## config.mk

```make
export PLATFORM = sky130hd
export DESIGN_NAME = imtr_requant
export DESIGN_NICKNAME = d
export VERILOG_FILES = /design/src/sv/imtr_pkg.sv /design/src/sv/imtr_requant.sv
export SDC_FILE = /design/constraint.sdc
export NUM_CORES = 1
export LEC_CHECK = 0
export CAP_MARGIN = 20
export CORE_ASPECT_RATIO = 1.5
export CORE_UTILIZATION = 55
export CTS_CLUSTER_SIZE = 40
export DETAILED_ROUTE_END_ITERATION = 12
export DONT_BUFFER_PORTS = 1
export HOLD_SLACK_MARGIN = 0.1
export PLACE_DENSITY = 0.84
export SKIP_LAST_GASP = 1
export SLEW_MARGIN = 25
export SYNTH_ARGS = -nofsm -noshare
export SYNTH_HDL_FRONTEND = slang
export SYNTH_SLANG_ARGS = --single-unit
```

## constraint.sdc

```tcl
create_clock -name clk_i -period 6.99 [get_ports clk_i]
set_clock_uncertainty 0.05 [all_clocks]
set_input_delay 1.398 -clock clk_i [delete_from_list [all_inputs] [get_ports clk_i]]
set_output_delay 1.398 -clock clk_i [all_outputs]
set_load 0.01 [all_outputs]
```

## src/sv/imtr_pkg.sv

```systemverilog
package imtr_pkg;

  localparam int unsigned ROW_LANES = 2;
  localparam int unsigned COL_LANES = 4;
  localparam int unsigned LANES     = ROW_LANES * COL_LANES;

  localparam int unsigned ACC_W   = 32;
  localparam int unsigned SCALE_W = 16;
  localparam int unsigned SHIFT_W = 5;
  localparam int unsigned CFG_IDX_W  = 4;
  localparam int unsigned CFG_DATA_W = 16;

  // configuration register indexes
  localparam logic [CFG_IDX_W-1:0] REG_SCALE_MUL    = 4'd0;
  localparam logic [CFG_IDX_W-1:0] REG_SHIFT_AMOUNT = 4'd1;

  // int8 saturation bounds
  localparam logic signed [ACC_W-1:0] QMAX = 32'sd127;
  localparam logic signed [ACC_W-1:0] QMIN = -32'sd128;

  typedef struct packed {
    logic [7:0]        act_row0;
    logic [7:0]        act_row1;
    logic signed [7:0] weight_col0;
    logic signed [7:0] weight_col1;
    logic signed [7:0] weight_col2;
    logic signed [7:0] weight_col3;
    logic              last_term;
  } in_t;

  typedef struct packed {
    logic signed [7:0] out_r0c0;
    logic signed [7:0] out_r0c1;
    logic signed [7:0] out_r0c2;
    logic signed [7:0] out_r0c3;
    logic signed [7:0] out_r1c0;
    logic signed [7:0] out_r1c1;
    logic signed [7:0] out_r1c2;
    logic signed [7:0] out_r1c3;
  } out_t;

endpackage

```

## src/sv/imtr_requant.sv

```systemverilog
module imtr_requant (
  input  logic                               clk_i,
  input  logic                               en_i,
  input  logic [imtr_pkg::ACC_W-1:0]         acc_i,
  input  logic signed [imtr_pkg::SCALE_W-1:0] scale_i,
  input  logic [imtr_pkg::SHIFT_W-1:0]       shift_i,
  output logic signed [7:0]                  res_o
);
  import imtr_pkg::*;

  logic signed [ACC_W+SCALE_W-1:0] full_prod;
  logic signed [ACC_W-1:0]         prod_d, prod_q;
  logic signed [ACC_W-1:0]         shifted;

  // low 32 bits of the signed product, wrapped
  assign full_prod = $signed(acc_i) * scale_i;
  assign prod_d    = full_prod[ACC_W-1:0];

  always_ff @(posedge clk_i) begin
    if (en_i) begin
      prod_q <= prod_d;
    end
  end

  assign shifted = prod_q >>> shift_i;

  always_comb begin
    priority if (shifted > QMAX) begin
      res_o = QMAX[7:0];
    end else if (shifted < QMIN) begin
      res_o = QMIN[7:0];
    end else begin
      res_o = shifted[7:0];
    end
  end

endmodule

```

==> results of run 1 <==
## stage by stage
stage                     hold WS, ps  setup slack [ps]
after floorplan                  1461             40.84
after global placement           1469             120.6
after detailed placement         1469            -38.64
after CTS                        1186             225.1
after global routing             1179             14.95
final                            1185             281.7
## worst paths after layout
kind                          endpoint  startpoint  depth (start not counted)
hold / removal     prod_q[0]$_DFFE_PP_        en_i                          0
setup / recovery  prod_q[31]$_DFFE_PP_  scale_i[4]                         20
## routing by layer
metal / vias up / global-route usage / routed length (um)
li1: 5029 / - / -
met1: 5582 / 0.2956 / 12150
met2: 564 / 0.5319 / 19400
met3: 231 / 0.04275 / 2632
met4: 0 / 0.2056 / 3272
met5: - / 0 / 0
## repair_timing
| action | CTS | global route |
|---|---|---|
| resized for setup | 0 | 1 |
| hold buffers | 0 | 0 |
| endpoints found under the setup margin | 0 | 1 |
| buffers inserted | 0 | 0 |
## cell usage in the layout (no fill, tap or decap), types with 3 or more instances in the layout
| cell | netlist | final |
|---|---|---|
| buf_4 | 1 | 10 |
| a21boi_1 | 1 | 3 |
| o211ai_1 | 6 | 6 |
| nor3_1 | 6 | 6 |
| mux2_2 | 8 | 8 |
| nand2_1 | 273 | 273 |
| a31oi_1 | 6 | 6 |
| a211o_1 | 3 | 3 |
| nand2b_1 | 10 | 10 |
| xor2_1 | 11 | 11 |
| o21a_1 | 4 | 4 |
| xnor2_1 | 43 | 43 |
| a311oi_1 | 3 | 3 |
| edfxtp_1 | 32 | 32 |
| clkbuf_16 | 0 | 5 |
| fa_1 | 304 | 304 |
| nand3_1 | 5 | 5 |
| o21bai_1 | 7 | 7 |
| mux2i_1 | 37 | 37 |
| nor2_1 | 55 | 55 |
| a21oi_1 | 50 | 49 |
| nor2b_1 | 5 | 5 |
| a211oi_1 | 10 | 10 |
| mux4_2 | 12 | 12 |
| o21ai_1 | 7 | 7 |
| inv_1 | 401 | 401 |
| mux4_1 | 3 | 3 |
| and2_1 | 155 | 155 |
| ha_1 | 92 | 92 |
| o22ai_1 | 3 | 3 |
| o21ai_0 | 22 | 22 |
| a21o_1 | 12 | 12 |
| nand4_1 | 6 | 6 |
## final cells by class
type,instances,area share
repair buffers,10,0.004951
well taps,337,0.02781
clock inverters,3,0.0009077
inverters,403,0.09976
clock buffers,5,0.008252
multi-input cells,1197,0.7950
flip-flops and latches,32,0.06337
## cell families (layout without fill, tap and decap cells)
group                      Yosys count  count (layout)  share of synthesized area
buffers and inverters              488             421                     0.1266
adders and majority gates          396             396                     0.4858
muxes                               62              62                    0.05627
xor gates and xnor gates            54              54                    0.03175
DFF                                 32              32                    0.06451
and+or+nand+nor                    527             527                     0.1664
AOI/OAI and AO/OA                  158             158                    0.06871
==> impl_metrics.py, run 1 <==
metrics = {
    "status": {
        "outcome": "finished clean",
    },
    "sta": {
        "timing.final.crit_share": 0.9597,
        "rsz0062_at_grt": "no",
        "fin_setup_tns_ps": 0,
        "fmax_ghz": 0.1491,
        "setup_viol": 0,
        "maxSlewViolCount": 0,
        "min_period_ps": 6708,
        "tightest_slew_ps": 590.9,
        "relSlewSlack": 0.5948,
        "finalHoldViolations": 0,
    },
    "logic_synthesis": {
        "synth_top_area_share": 0.4085,
        "synth-seq-cells": 32,
        "yosys_warnings": 0,
        "ys_top_cells_by_count": "401 x inv_1, 304 x fa_1, 273 x nand2_1",
        "yosysMostFrequentCell": "inv_1",
        "synth_edf_count": 32,
        "syn_inst": 1717,
        "synth_fp_nets": 2168,
        "ys.flop_type": "edfxtp_1",
        "ys_top_cells_by_area": "fa_1 41%, inv_1 10%, ha_1 7.7%, nand2_1 6.9%, and2_1 6.5%",
        "ys_seq_area_frac": 0.06451,
        "async_flop_share": 0,
        "synth_top_cell_by_area": "fa_1",
        "synth.distinct_cells": 69,
        "avgSynthCellArea_um2": 8.676,
        "syn-cell-area_um2": 14900,
    },
    "critical_path": {
        "crit_arrival_ps": 6680,
        "cp-start-kind": "input port",
        "critPathKind": "input port to flop",
        "cp_top_family": "adder cells",
        "end_kind": "flop",
        "crit_slowest_cell": "fa_1",
        "cp_max_fo": 28,
        "cp_cell_sequence": "and2_1, fa_1, inv_1, fa_1, fa_1, inv_1, fa_1, fa_1, inv_1, fa_1, inv_1, ha_1, a21oi_2, o221ai_1, a32o_1, a221o_1, a31oi_1, a211o_1, o21ai_0, xnor2_1",
        "critPathBufInv": 4,
        "cp_data_required_time_ps": 6960,
        "slowest_delay_ps": 530,
        "cpMostUsedCell": "fa_1",
    },
    "finish": {
        "area_growth_pct": 1.789,
        "top_regs": "prod_q: 32 flops",
        "seq_area_um2": 960.9,
        "nets": 2100,
        "largest_reg_flops": 32,
        "largest_register": "prod_q",
        "nFillCells": 2224,
        "final_cell_area_um2": 15160,
        "drive_gt1_frac": 0.02727,
        "finalCoreUtilization": 0.5705,
        "fin_cells": 1987,
        "num_antenna_cells": 0,
        "multi_input_area_um2": 12050,
    },
    "clock_tree": {
        "clock-root-buffer": "clkbuf_16",
        "cts_sinks": 32,
        "cts.htree.levels": 2,
        "cts_buffers": 5,
        "clockBufferDepth": 2,
        "clk_pin_slew_worst_paths_ps": 50,
        "cts_tree": "yes",
    },
    "drt": {
        "drt-pass1-iter-count": 8,
        "drc_errors": 0,
        "wire_per_inst_um": 18.85,
        "finalWirelength_um": 37450,
        "first_iter_violations": 696,
        "viasPerCell": 5.740,
        "vias": 11410,
        "postRouteAntennaNets": 0,
    },
    "floorplanning": {
        "die_h_um": 203.6,
        "initial_core_util": 0.5605,
        "num_rows": 73,
        "io_pins": 63,
        "die_x_um": 136.4,
        "fp.coreArea_um2": 26580,
        "dieArea_um2": 27760,
    },
    "global_routing": {
        "gr-total-overflow": 0,
        "grt_pass1_wl_um": 61840,
        "grt_max_degree": 42,
        "grt_pass1_vias": 12840,
        "antenna_found_initial": 0,
        "grt_util_all_layers": 0.2902,
    },
    "place": {
        "portBuffers": 0,
        "dpl.cell_count": 1979,
        "dpl_cell_area_um2": 15020,
        "hpwl_um": 30680,
        "globalplace.congestion": 0.9305,
    },
    "hold_path": {
        "hold_class": "input port to flop",
    },
    "job": {
        "maxCapViolations": 0,
    },
}
Power of run 1 is left out: the tool's default activity adds up to more than one toggle a clock period on the data nets, which glitch-free logic cannot reach.
==> run 2, diff against run 1 <==
Settings changed: CELL_PAD_IN_SITES_DETAIL_PLACEMENT from default to 0, CELL_PAD_IN_SITES_GLOBAL_PLACEMENT from default to 1, CORE_UTILIZATION 55 to 47, PLACE_DENSITY 0.84 to 0.91, SLEW_MARGIN 25 to 20.
==> run 2 against run 1 <==
Effect of this change:
- global-route usage is 3.1 points lower
- die area is 17% higher
- critical endpoint is now prod_q[30]$_DFFE_PP_
- hold slack worse by 9.5 ps
- via count is 0.14% lower
- cell area is 1.1% higher
- critical path depth is 2 higher
- first-iteration DRC count is 5.2% lower
- worst setup slack worse by 95 ps
- sequential share of layout area is 0.069 points lower
- flip-flop and latch count stayed put
- highest routed layer unchanged
- non-clock buffer count is 5 higher
- maximum frequency is 1.4% lower
==> impl_metrics.py, run 2 (synthesized netlist as in run 1, its figures left out) <==
metrics = {
    "status": {
        "outcome": "finished clean",
    },
    "critical_path": {
        "slowest_delay_ps": 530,
        "cpMostUsedCell": "fa_1",
        "crit_slowest_cell": "fa_1",
        "cp-start-kind": "input port",
        "critPathKind": "input port to flop",
        "cp_data_required_time_ps": 6960,
        "end_kind": "flop",
        "crit_arrival_ps": 6770,
        "cp_max_fo": 28,
        "cp_cell_sequence": "and2_1, fa_1, inv_1, fa_1, fa_1, inv_1, fa_1, fa_1, inv_1, fa_1, inv_1, ha_4, a21oi_2, nand2_1, buf_4, nor4_1, buf_4, o2111ai_2, a31oi_1, o21bai_1, o31ai_1, xnor2_1",
    },
    "global_routing": {
        "gr-total-overflow": 0,
        "grt_max_degree": 42,
        "grt_pass1_wl_um": 64670,
        "grt_util_all_layers": 0.2594,
        "grt_pass1_vias": 12840,
        "antenna_found_initial": 0,
    },
    "clock_tree": {
        "cts_buffers": 5,
        "cts_tree": "yes",
        "cts_sinks": 32,
        "cts.htree.levels": 2,
        "clock-root-buffer": "clkbuf_16",
        "cts_hold_buf": 0,
        "clk_pin_slew_worst_paths_ps": 50,
        "clockBufferDepth": 2,
    },
    "drt": {
        "vias": 11390,
        "finalWirelength_um": 39850,
        "first_iter_violations": 660,
        "drt-pass1-iter-count": 8,
        "drc_errors": 0,
        "wire_per_inst_um": 19.34,
        "postRouteAntennaNets": 0,
        "viasPerCell": 5.529,
    },
    "floorplanning": {
        "io_pins": 63,
        "fp.coreArea_um2": 31140,
        "die_x_um": 147.4,
        "num_rows": 79,
        "die_h_um": 220.0,
        "initial_core_util": 0.4784,
        "dieArea_um2": 32430,
    },
    "place": {
        "dpl_cell_area_um2": 15130,
        "hpwl_um": 32070,
        "globalplace.congestion": 0.9233,
        "place_ws_ps": -112.9,
        "dpl.cell_count": 2050,
        "portBuffers": 0,
    },
    "finish": {
        "largest_reg_flops": 32,
        "finalCoreUtilization": 0.4923,
        "final_cell_area_um2": 15330,
        "layout_commonest_cell": "inv_1",
        "num_antenna_cells": 0,
        "area_growth_pct": 2.906,
        "nets": 2105,
        "drive_gt1_frac": 0.03142,
        "largest_register": "prod_q",
        "fin_cells": 2060,
        "final_cell_mix": "401 x inv_1, 304 x fa_1, 273 x nand2_1",
        "top_regs": "prod_q: 32 flops",
    },
    "sta": {
        "timing.final.crit_share": 0.9733,
        "tightest_slew_ps": 670.9,
        "min_period_ps": 6803,
        "maxSlewViolCount": 0,
        "finalHoldViolations": 0,
        "rsz0062_at_grt": "no",
        "setup_viol": 0,
        "relSlewSlack": 0.5500,
        "setup_slack_ps": 186.7,
        "fmax_ghz": 0.1470,
    },
    "hold_path": {
        "hold_class": "input port to flop",
    },
    "job": {
        "maxCapViolations": 0,
    },
}
## run 2: changes by cell type in the layout (fill, tap and decap cells not counted)
| cell | previous run | this run |
|---|---|---|
| ha_1 | 92 | 91 |
| clkinv_1 | 2 | 1 |
| clkbuf_1 | 0 | 1 |
| bufinv_16 | 0 | 1 |
| clkinv_2 | 2 | 1 |
| o2111ai_2 | 0 | 1 |
| ha_4 | 0 | 1 |
| o2111ai_1 | 2 | 1 |
| buf_4 | 10 | 15 |
## run 2: repair_timing
item | CTS | global route
setup buffers | 0 | 2
setup endpoints to repair | 0 | 3
resized for setup | 0 | 3
## run 2: through the flow
step	TNS, ps	hold slack (ps)
floorplan	0	1461
global placement	0	1469
detailed placement	-171.0	1469
CTS	0	1176
global route	0	1168
finish	0	1176
## run 2: critical path, delay by kind of cell
family | cells | cell delay (ps)
AND/OR/NAND/NOR | 3 | 510
AO/OA/AOI/OAI | 5 | 990
adder cells (fa/ha/maj) | 7 | 3180
buffers and inverters | 6 | 550
XOR/XNOR | 1 | 140
## run 2: final timing paths
check / start / end / slack [ps] / cells past startpoint
max: scale_i[4] / prod_q[30]$_DFFE_PP_ / 190 / 22
min: en_i / prod_q[1]$_DFFE_PP_ / 1180 / 0
## run 2: area by class of cell
class	count	area, um2
Clock buffer	6	128.9
Clock inverter	2	35.03
Fill cell	2944	15810
Inverter	403	1513
Multi-Input combinational cell	1197	12070
Sequential cell	32	960.9
Tap cell	405	506.7
Timing Repair Buffer	15	112.6
## run 2: metal layers
metal / global-route usage / up-vias / routed length (um)
met1: 0.2625 / 5721 / 13610
met4: 0.1704 / 0 / 2859
li1: - / 5032 / -
met5: 0 / - / 0
met2: 0.4912 / 444 / 21130
met3: 0.03727 / 193 / 2251
Power of run 2 is left out for the same reason.
